**src/rtl/afrx_pkg.sv**
```systemverilog
// Package: shared constants and result type for the API frame receive deframer.
`timescale 1ns / 1ps

package afrx_pkg;

    localparam logic [7:0]  DELIM_BYTE     = 8'h7E;
    localparam logic [7:0]  RX_PACKET_TYPE = 8'h90;
    // RF data begins at frame offset 15, i.e. frame data byte 12
    localparam logic [15:0] RF_DATA_INDEX  = 16'd12;
    localparam logic [15:0] ERR_MAX        = 16'hFFFF;

    typedef enum logic [1:0] {
        ST_OK         = 2'd0,
        ST_CSUM_BAD   = 2'd1,
        ST_TOO_SHORT  = 2'd2,
        ST_EMPTY      = 2'd3
    } frame_status_t;

    typedef struct packed {
        logic [7:0]  payload_byte;
        logic [7:0]  frame_type;
        logic [1:0]  frame_status;
        logic [15:0] error_count;
        logic        last;
    } afrx_result_t;

endpackage

```
**src/rtl/afrx_if.sv**
```systemverilog
// Interfaces: received byte channel and deframed result channel.
`timescale 1ns / 1ps

interface afrx_rx_if;
    logic       valid;
    logic       ready;
    logic [7:0] rx_byte;

    modport source (output valid, output rx_byte, input ready);
    modport sink   (input valid, input rx_byte, output ready);
endinterface

interface afrx_frame_if;
    logic        valid;
    logic        ready;
    logic [7:0]  payload_byte;
    logic [7:0]  frame_type;
    logic [1:0]  frame_status;
    logic [15:0] error_count;
    logic        last;

    modport source (output valid, output payload_byte, output frame_type,
                    output frame_status, output error_count, output last,
                    input ready);
    modport sink   (input valid, input payload_byte, input frame_type,
                    input frame_status, input error_count, input last,
                    output ready);
endinterface

```
**src/rtl/afrx_out_buf.sv**
```systemverilog
// Two-entry output buffer with registered ready, decouples result beats from the sink.
`timescale 1ns / 1ps

module afrx_out_buf (
    input  logic                  clk,
    input  logic                  rst_n,
    input  logic                  push,
    input  afrx_pkg::afrx_result_t push_data,
    output logic                  can_push,
    afrx_frame_if.source          frame
);
    import afrx_pkg::*;

    afrx_result_t slot0_reg, slot0_next;
    afrx_result_t slot1_reg, slot1_next;
    logic [1:0]   count_reg, count_next;
    logic         pop;

    assign pop      = frame.valid && frame.ready;
    assign can_push = (count_reg != 2'd2);

    assign frame.valid        = (count_reg != 2'd0);
    assign frame.payload_byte = slot0_reg.payload_byte;
    assign frame.frame_type   = slot0_reg.frame_type;
    assign frame.frame_status = slot0_reg.frame_status;
    assign frame.error_count  = slot0_reg.error_count;
    assign frame.last         = slot0_reg.last;

    always_comb
    begin
        slot0_next = slot0_reg;
        slot1_next = slot1_reg;
        count_next = count_reg;
        if (pop)
        begin
            slot0_next = slot1_reg;
            count_next = count_reg - 2'd1;
        end
        if (push)
        begin
            // write lands at the first free slot after any pop
            if (count_next == 2'd0)
                slot0_next = push_data;
            else
                slot1_next = push_data;
            count_next = count_next + 2'd1;
        end
    end

    always_ff @(posedge clk or negedge rst_n)
    begin
        if (!rst_n)
            count_reg <= 2'd0;
        else
            count_reg <= count_next;
    end

    always_ff @(posedge clk)
    begin
        slot0_reg <= slot0_next;
        slot1_reg <= slot1_next;
    end

endmodule

```
**src/rtl/api_frame_rx_deframer_top.sv**
```systemverilog
// Top level: API frame receive deframer (delimiter hunt, length, checksum, RF data forwarding).
`timescale 1ns / 1ps

// A result beat passes from the input register into the two-entry output buffer
//   and is offered to the sink from there.
// Throughput: one byte per cycle; the input register and the per-byte phase
//   update stall only when the output buffer holds two unread beats.
// Reset (rst_n, async, active low): hunting for the delimiter, counters and
//   running sum cleared, both pipeline stages empty.
module api_frame_rx_deframer_top (
    input  logic         clk,
    input  logic         rst_n,
    afrx_rx_if.sink      rx,
    afrx_frame_if.source frame
);
    import afrx_pkg::*;

    typedef enum logic [2:0] {
        PH_HUNT   = 3'd0,
        PH_LEN_HI = 3'd1,
        PH_LEN_LO = 3'd2,
        PH_DATA   = 3'd3,
        PH_CSUM   = 3'd4
    } phase_t;

    // Input register stage
    logic       in_valid_reg;
    logic [7:0] in_byte_reg;

    // Frame state
    phase_t      phase_reg, phase_next;
    logic [7:0]  length_high_reg, length_high_next;
    logic [15:0] frame_length_reg, frame_length_next;
    logic [15:0] byte_index_reg, byte_index_next;
    logic [7:0]  running_sum_reg, running_sum_next;
    logic [7:0]  type_seen_reg, type_seen_next;
    logic [15:0] error_total_reg, error_total_next;

    logic         emit;
    afrx_result_t result;
    logic         buf_can_push;
    logic         fire;

    logic [7:0]   b;
    logic [7:0]   type_eff;
    logic [15:0]  idx_inc;
    logic [15:0]  err_inc;
    logic         csum_bad;

    assign b       = in_byte_reg;
    assign idx_inc = byte_index_reg + 16'd1;
    assign err_inc = (error_total_reg == ERR_MAX) ? error_total_reg
                                                  : error_total_reg + 16'd1;
    // first data byte is the frame type
    assign type_eff = (byte_index_reg == 16'd0) ? b : type_seen_reg;
    // checksum byte must equal 0xFF minus the sum, i.e. its complement
    assign csum_bad = (b != ~running_sum_reg);

    // The byte in the input register is consumed when it makes no result or
    // the buffer has room for the result.
    assign fire     = in_valid_reg && (!emit || buf_can_push);
    assign rx.ready = !in_valid_reg || fire;

    always_comb
    begin
        phase_next        = phase_reg;
        length_high_next  = length_high_reg;
        frame_length_next = frame_length_reg;
        byte_index_next   = byte_index_reg;
        running_sum_next  = running_sum_reg;
        type_seen_next    = type_seen_reg;
        error_total_next  = error_total_reg;
        emit              = 1'b0;
        result            = '0;

        unique case (phase_reg)
            PH_LEN_HI:
            begin
                length_high_next = b;
                phase_next       = PH_LEN_LO;
            end
            PH_LEN_LO:
            begin
                frame_length_next = {length_high_reg, b};
                byte_index_next   = 16'd0;
                running_sum_next  = 8'd0;
                type_seen_next    = 8'd0;
                phase_next        = ({length_high_reg, b} == 16'd0) ? PH_CSUM : PH_DATA;
            end
            PH_DATA:
            begin
                running_sum_next = running_sum_reg + b;
                type_seen_next   = type_eff;
                byte_index_next  = idx_inc;
                if (idx_inc >= frame_length_reg)
                    phase_next = PH_CSUM;
                if (type_eff == RX_PACKET_TYPE && byte_index_reg >= RF_DATA_INDEX)
                begin
                    emit                = 1'b1;
                    result.payload_byte = b;
                    result.frame_type   = type_eff;
                    result.frame_status = ST_OK;
                    result.error_count  = error_total_reg;
                    result.last         = 1'b0;
                end
            end
            PH_CSUM:
            begin
                emit                = 1'b1;
                result.payload_byte = 8'd0;
                result.frame_type   = (frame_length_reg == 16'd0) ? 8'd0 : type_seen_reg;
                result.last         = 1'b1;
                if (csum_bad)
                begin
                    result.frame_status = ST_CSUM_BAD;
                    error_total_next    = err_inc;
                end
                else if (frame_length_reg == 16'd0)
                begin
                    result.frame_status = ST_EMPTY;
                end
                else if (type_seen_reg == RX_PACKET_TYPE && frame_length_reg < RF_DATA_INDEX)
                begin
                    result.frame_status = ST_TOO_SHORT;
                    error_total_next    = err_inc;
                end
                else
                begin
                    result.frame_status = ST_OK;
                end
                result.error_count = error_total_next;
                phase_next         = PH_HUNT;
            end
            default:
            begin
                // hunting; a delimiter inside a frame is ordinary data
                phase_next = (b == DELIM_BYTE) ? PH_LEN_HI : PH_HUNT;
            end
        endcase
    end

    always_ff @(posedge clk or negedge rst_n)
    begin
        if (!rst_n)
        begin
            in_valid_reg     <= 1'b0;
            phase_reg        <= PH_HUNT;
            length_high_reg  <= 8'd0;
            frame_length_reg <= 16'd0;
            byte_index_reg   <= 16'd0;
            running_sum_reg  <= 8'd0;
            type_seen_reg    <= 8'd0;
            error_total_reg  <= 16'd0;
        end
        else
        begin
            if (rx.ready)
                in_valid_reg <= rx.valid;
            if (fire)
            begin
                phase_reg        <= phase_next;
                length_high_reg  <= length_high_next;
                frame_length_reg <= frame_length_next;
                byte_index_reg   <= byte_index_next;
                running_sum_reg  <= running_sum_next;
                type_seen_reg    <= type_seen_next;
                error_total_reg  <= error_total_next;
            end
        end
    end

    always_ff @(posedge clk)
    begin
        if (rx.ready && rx.valid)
            in_byte_reg <= rx.rx_byte;
    end

    afrx_out_buf u_out_buf (
        .clk       (clk),
        .rst_n     (rst_n),
        .push      (fire && emit),
        .push_data (result),
        .can_push  (buf_can_push),
        .frame     (frame)
    );

endmodule

```
**src/flat_wrapper.sv**
```systemverilog
// flat-port wrapper written by rule: the top's interface ports become plain ports
module api_frame_rx_deframer_top_flat import afrx_pkg::*;
  (clk, rst_n, rx_valid, rx_rx_byte, rx_ready, frame_valid, frame_payload_byte, frame_frame_type, frame_frame_status, frame_error_count, frame_last, frame_ready);
  afrx_rx_if rx_i ();
  afrx_frame_if frame_i ();
  input  logic clk;
  input  logic rst_n;
  input wire logic [$bits(rx_i.valid)-1:0] rx_valid;
  input wire logic [$bits(rx_i.rx_byte)-1:0] rx_rx_byte;
  output wire logic [$bits(rx_i.ready)-1:0] rx_ready;
  output wire logic [$bits(frame_i.valid)-1:0] frame_valid;
  output wire logic [$bits(frame_i.payload_byte)-1:0] frame_payload_byte;
  output wire logic [$bits(frame_i.frame_type)-1:0] frame_frame_type;
  output wire logic [$bits(frame_i.frame_status)-1:0] frame_frame_status;
  output wire logic [$bits(frame_i.error_count)-1:0] frame_error_count;
  output wire logic [$bits(frame_i.last)-1:0] frame_last;
  input wire logic [$bits(frame_i.ready)-1:0] frame_ready;
  assign rx_i.valid = rx_valid;
  assign rx_i.rx_byte = rx_rx_byte;
  assign rx_ready = rx_i.ready;
  assign frame_valid = frame_i.valid;
  assign frame_payload_byte = frame_i.payload_byte;
  assign frame_frame_type = frame_i.frame_type;
  assign frame_frame_status = frame_i.frame_status;
  assign frame_error_count = frame_i.error_count;
  assign frame_last = frame_i.last;
  assign frame_i.ready = frame_ready;
  api_frame_rx_deframer_top u_core (.clk(clk), .rst_n(rst_n), .rx(rx_i), .frame(frame_i));
endmodule
```
**config.mk**
```make
export PLATFORM = sky130hd
export DESIGN_NAME = api_frame_rx_deframer_top_flat
export DESIGN_NICKNAME = d
export VERILOG_FILES = /design/src/rtl/afrx_pkg.sv /design/src/rtl/afrx_if.sv /design/src/rtl/afrx_out_buf.sv /design/src/rtl/api_frame_rx_deframer_top.sv /design/src/flat_wrapper.sv
export SDC_FILE = /design/constraint.sdc
export NUM_CORES = 1
export LEC_CHECK = 0
export BUFFER_PORTS_ARGS = -buffer_cell sky130_fd_sc_hd__buf_2
export CAP_MARGIN = 20
export CORE_ASPECT_RATIO = 0.5
export CORE_MARGIN = 5
export CORE_UTILIZATION = 60
export CTS_CLUSTER_SIZE = 24
export DETAILED_ROUTE_END_ITERATION = 8
export MAX_ROUTING_LAYER = met4
export PLACE_DENSITY = 0.79
export SLEW_MARGIN = 25
export SYNTH_ARGS = -nofsm -noshare
export SYNTH_HDL_FRONTEND = slang
export SYNTH_SLANG_ARGS = --single-unit
```
**constraint.sdc**
```tcl
create_clock -name clk -period 6.8 [get_ports clk]
set_input_delay 0.34 -clock clk [delete_from_list [all_inputs] [get_ports clk]]
set_output_delay 0.34 -clock clk [all_outputs]
set_load 0.005 [all_outputs]
```
==> results of run 1 <==
-- cells by family after synthesis --
group | Yosys count | share of synthesized area, %
adder cells (fa/ha/maj) | 30 | 4.726
XOR/XNOR | 33 | 3.568
buffers and inverters | 81 | 4.124
multiplexers | 57 | 7.506
flip-flops | 156 | 48.68
AO/OA/AOI/OAI | 191 | 15.80
AND/OR/NAND/NOR | 244 | 15.60
-- per-layer routing --
layer,GRT usage (%),wire (µm),up-vias
met5,-,0,-
met4,10.60,453,0
met2,40.71,9278,212
met1,30.20,8163,3113
li1,-,-,2982
met3,3.871,910,42
-- per-stage QoR --
step | util, % | total power, mW | area (µm²) | std cells
after floorplan | - | 1.916 | 8102 | 792
after global placement | 63.14 | 2.155 | 8461 | 981
after detailed placement | 63.14 | 2.200 | 8461 | 981
after CTS | 67.66 | 3.184 | 9066 | 1013
after global routing | 67.69 | 3.351 | 9071 | 1013
final | 67.69 | 3.183 | 9071 | 1013
-- cell type report --
type | count | area (µm²)
Fill cell | 982 | 4329
Clock inverter | 11 | 145.1
Multi-Input combinational cell | 555 | 3852
Timing Repair Buffer | 56 | 306.5
Inverter | 38 | 142.6
Tap cell | 176 | 220.2
Sequential cell | 156 | 3944
Clock buffer | 21 | 460.4
-- critical path: stages (launching register included) --
cell and delay, ps:
dfrtp_1 450, ha_1 260, nand3_1 220, nor4_1 590, and3_1 340, nand3_1 140
xnor2_1 150, ha_1 310, a21oi_1 150, o21ai_0 80, a2111oi_0 510, o31ai_1 200
nor3b_1 190, a21o_1 170
-- worst min-delay path by stage --
| stage | start | slack [ps] | depth (start not counted) | to |
|---|---|---|---|---|
| after floorplan | rst_n | 40 | 0 | u_core.byte_index_reg[0] |
| after global placement | u_core.running_sum_reg[3] | 470 | 2 | u_core.running_sum_reg[3] |
| after global routing | rst_n | 20 | 1 | u_core.error_total_reg[9] |
| final | rst_n | -60 | 1 | u_core.error_total_reg[9] |
| after detailed placement | u_core.running_sum_reg[4] | 480 | 2 | u_core.running_sum_reg[4] |
| after CTS | rx_rx_byte[3] | 90 | 1 | u_core.b[3] |
-- cells in the final DEF, fill, tap and decap left out, types with 26 or more instances in the layout --
cell / synthesis / layout
mux2i_1: 30 / 30
buf_2: 1 / 47
edfxtp_1: 43 / 43
inv_1: 38 / 38
nand2_1: 73 / 73
ha_1: 29 / 29
o21ai_0: 49 / 49
dfrtp_1: 78 / 78
nor2_1: 41 / 41
dfxtp_1: 35 / 35
a21oi_1: 35 / 35
mux2_2: 26 / 26
-- report_power, final --
group | internal (mW) | total (mW) | switching, mW
clock network | 0.596 | 0.979 | 0.383
logic | 0.393 | 0.855 | 0.462
registers | 1.18 | 1.35 | 0.167
==> summary.txt, run 1 <==
Run status
  • Status: complete, but fails checks
  • Violated checks: hold timing

Yosys
  • Synthesized net count: 834
  • Primary FF master, synth: dfrtp_1
  • Synth Warn #: 0
  • Seq cells post-synth: 156
  • Post-synth top cells: 78 x dfrtp_1, 73 x nand2_1, 49 x o21ai_0, 43 x edfxtp_1, 41 x nor2_1
  • Top cell type's share of synthesized area: 24.09%
  • Syn Std Cell Area: 8102 µm²
  • Post-synth EDFFs: 43
  • Syn Inst Count: 792
  • Largest cells by area after synthesis: dfrtp_1 24%, edfxtp_1 16%, dfxtp_1 8.6%, ha_1 4.5%, mux2i_1 3.7%
  • Seq/Total Area, Yosys: 48.68%
  • Post-synth ARST share: 50.00%
  • Yosys top cell by area: dfrtp_1
  • Cell with the most instances after synthesis: dfrtp_1
  • Post-synthesis cell type count: 72
  • Mapped Avg Cell Area: 10.23 µm²

Flow run
  • Max-cap viol count: 0

Power
  • Leakage: 3.943 nW
  • VDD IR max: 0.1838 mV
  • Pwr dens: 350.9 nW/µm²

Routing
  • DRT iter0 DRCs: 711
  • Post-Route WL: 18810 µm
  • Post-DRT Antenna Nets: 0
  • Vias/cell: 6.268
  • Routed length per instance: 18.56 µm
  • DRT Pass-1 Iters: 5
  • Vias: 6349
  • Drc violations: 0

Clock tree
  • Maximum number of buffers from clock root to sink: 2
  • CTS Buf Count: 17
  • Clock tree sinks: 156
  • Post-CTS Setup Inserts: 0
  • CTS Root Cell: clkbuf_16
  • Post-CTS resize count: 0
  • Post-CTS Hold Buffers: 0
  • CTS tree: built
  • Clock transition at path regs: 70 ps
  • H-tree Lvls: 4
  • Clk_lat worst skew: 420 ps

Die
  • Ports: 49
  • Die width: 174.3 µm
  • Die height: 92.17 µm
  • Row count: 30
  • DIE AREA: 16070 µm²
  • Starting Density: 60.46%
  • CORE AREA: 13400 µm²

Timing
  • Relative slew slack: 28.09%
  • Final setup vio count: 0
  • Fin. max-slew vios: 0
  • Period utilization: 57.20%
  • Final TNS setup: 0 ps
  • Fin. Hold Viols: 46
  • Crit path time final: 3889 ps
  • Worst Tran Pin Value: 1075 ps
  • RSZ-0062 raised after global routing: false
  • Final Worst Setup Slack: 2911 ps
  • FMAX: 257.1 MHz
  • WHS: -59.94 ps
  • Fin Clk Skew: 9.603 ps

Final layout
  • Nets: 866
  • Largest register FFs: 35
  • Share of layout cells above drive strength 1: 15.05%
  • Area delta synth->final: 11.97%
  • Number of inserted diodes: 0

Setup path
  • FF-to-FF End: u_core.phase_reg[2]
  • Critical path origin: u_core.byte_index_reg[0]
  • Worst Path Max Fanout: 7
  • R2r startpoint: u_core.byte_index_reg[0]
  • R2R cell count: 13
  • Worst EP arrival: 4200 ps
  • CP Capture Type: flop
  • Crit path to: u_core.phase_reg[2]
  • WS Path Type: reg -> reg
  • CP required: 7110 ps
  • Reg2reg setup slack: 2910 ps
  • Nature of the critical path startpoint: flop

Place
  • Place WS: 3083 ps
  • Gpl congestion: 0.8826
  • IO buf count: 48
  • Post-detail-place hpwl: 12340 µm

Global routing
  • Grt ovf: 0
  • Initial antenna violation count: 0
  • Vias in the first global route: 6406
  • First-pass GRT wire length: 31230 µm
  • Pin count of the biggest net entering global routing: 79
  • Gr usage total: 24.54%

Worst hold path
  • HP Class: in -> async
(Power assumes the default switching activity.)
==> run 2, diff against run 1 <==
==> constraint.sdc (replaced) <==
create_clock -name clk -period 3.75 [get_ports clk]
set_input_delay 0.1875 -clock clk [delete_from_list [all_inputs] [get_ports clk]]
set_output_delay 0.1875 -clock clk [all_outputs]
set_load 0.005 [all_outputs]
==> summary.txt, run 2 (synthesis results as in run 1) <==
Final layout
  • Nets: 889
  • Finished Layout Cells: 1036
  • Largest register FFs: 35
  • Share of layout cells above drive strength 1: 16.51%
  • Number of fill cells: 976
  • Area delta synth->final: 15.14%
  • Commonest non-fill, non-tap cell in the layout: dfrtp_1
  • Commonest cells after routing, fill and taps aside: 78 x dfrtp_1, 73 x nand2_1, 49 x o21ai_0, 47 x buf_2, 43 x edfxtp_1
  • Number of inserted diodes: 0

Timing
  • RSZ-0062 raised after global routing: false
  • Fin. Hold Viols: 0
  • Worst Tran Pin Value: 881.4 ps
  • Crit path time final: 3424 ps
  • Period utilization: 91.30%
  • FMAX: 292.1 MHz
  • WHS: 308.2 ps
  • Relative slew slack: 41.10%
  • Final Worst Setup Slack: 326.1 ps
  • Final TNS setup: 0 ps
  • Fin. max-slew vios: 0
  • Fin Clk Skew: 13.31 ps
  • Final setup vio count: 0

Setup path
  • CP Buf/Inv Count: 0
  • Critical path origin: u_core.byte_index_reg[0]
  • Crit-path cells: ha_1 > nand3_1 > nor4_2 > and3_2 > nand3_1 > xnor2_1 > ha_1 > a21oi_1 > o21ai_0 > a2111oi_2 > o31ai_1 > nor3b_1 > a21o_1
  • FF-to-FF End: u_core.phase_reg[2]
  • WS Path Type: reg -> reg
  • Worst EP arrival: 3730 ps
  • Nature of the critical path startpoint: flop
  • Worst Path Max Fanout: 7
  • R2r startpoint: u_core.byte_index_reg[0]
  • Reg2reg setup slack: 330 ps
  • Slowest cell on crit path: dfrtp_1
  • CP Capture Type: flop
  • Critical path's top delay family: simple AND/OR/NAND/NOR gates
  • CP required: 4060 ps
  • Largest stage delay, worst path: 440 ps
  • R2R cell count: 13

Power
  • Pwr dens: 635.6 nW/µm²
  • Overall Power: 5.929 mW
  • VDD IR max: 0.3195 mV
  • Leakage: 4.056 nW

Routing
  • DRT iter0 DRCs: 556
  • Routed length per instance: 18.41 µm
  • DRT Pass-1 Iters: 6
  • Vias: 6373
  • Post-Route WL: 19070 µm
  • Vias/cell: 6.152
  • Drc violations: 0
  • Post-DRT Antenna Nets: 0

Die
  • CORE AREA: 13400 µm²
  • Row count: 30
  • Starting Density: 60.46%
  • Die width: 174.3 µm
  • Die height: 92.17 µm
  • Ports: 49
  • DIE AREA: 16070 µm²

Clock tree
  • H-tree Lvls: 4
  • CTS tree: built
  • CTS Root Cell: clkbuf_16
  • Maximum number of buffers from clock root to sink: 2
  • Clk_lat worst skew: 420 ps
  • Post-CTS Setup Inserts: 0
  • Clock tree sinks: 156
  • CTS Buf Count: 17
  • Clock transition at path regs: 60 ps

Place
  • Dpl cells: 994
  • Place WS: 156.3 ps
  • Post-detail-place hpwl: 12570 µm
  • IO buf count: 48
  • Gpl congestion: 0.8884

Worst hold path
  • HP Class: in -> reg
  • Worst Hold End: u_core.u_out_buf.count_reg[0]
  • Hold path depth: 4
  • Worst Hold Launch: frame_ready

Global routing
  • Pin count of the biggest net entering global routing: 79
  • Vias in the first global route: 6413
  • Grt ovf: 0
  • Gr usage total: 25.31%
  • Initial antenna violation count: 0
  • First-pass GRT wire length: 32030 µm

Flow run
  • Max-cap viol count: 0

Run status
  • Status: complete, no violations
[run 2: where the power goes]
group	internal (mW)	leakage (nW)	total, mW	switching [mW]
registers	2.14	1.70	2.45	0.308
clock network	1.16	0.307	1.88	0.713
logic	0.746	2.05	1.60	0.855
total	4.05	4.06	5.93	1.88
[run 2: timing repair]
action	4_1_cts	5_1_grt
endpoints found under the hold margin	28	0
resized for setup	0	4
setup endpoints to repair	0	3
hold buffers	10	0
[run 2: layout make-up]
class / count / area, µm² / share of cell area (%)
Clock buffer: 20 / 457.9 / 4.909
Clock inverter: 12 / 183.9 / 1.972
Inverter: 38 / 142.6 / 1.529
Multi-Input combinational cell: 555 / 3875 / 41.54
Sequential cell: 156 / 3944 / 42.28
Tap cell: 176 / 220.2 / 2.361
Timing Repair Buffer: 79 / 504.2 / 5.406
[run 2: worst min-delay path, delay by kind of cell]
family / cells / cell delay (ps)
xor+xnor: 2 / 260
buf+inv: 1 / 70
simple gates: 1 / 160
[run 2: per-layer routing]
| layer | up-vias | wire length [µm] | GRT usage, % |
|---|---|---|---|
| met4 | 0 | 332 | 8.163 |
| met5 | - | 0 | - |
| met3 | 33 | 1058 | 4.489 |
| met1 | 3109 | 8315 | 31.63 |
| li1 | 3022 | - | - |
| met2 | 209 | 9363 | 42.36 |
[run 2: worst max-delay path by stage]
| stage | cells past startpoint | endpoint |
|---|---|---|
| floorplan | 5 | u_core.u_out_buf.slot1_reg[0] |
| global placement | 13 | u_core.phase_reg[2] |
| detailed placement | 13 | u_core.phase_reg[2] |
| CTS | 13 | u_core.phase_reg[2] |
| global route | 13 | u_core.phase_reg[2] |
| finish | 13 | u_core.phase_reg[2] |
[run 2: per-stage QoR]
stage | util [%] | instance area, µm²
floorplan | - | 8117
global placement | 63.93 | 8567
detailed placement | 63.93 | 8567
CTS | 69.47 | 9309
global route | 69.61 | 9328
finish | 69.61 | 9328
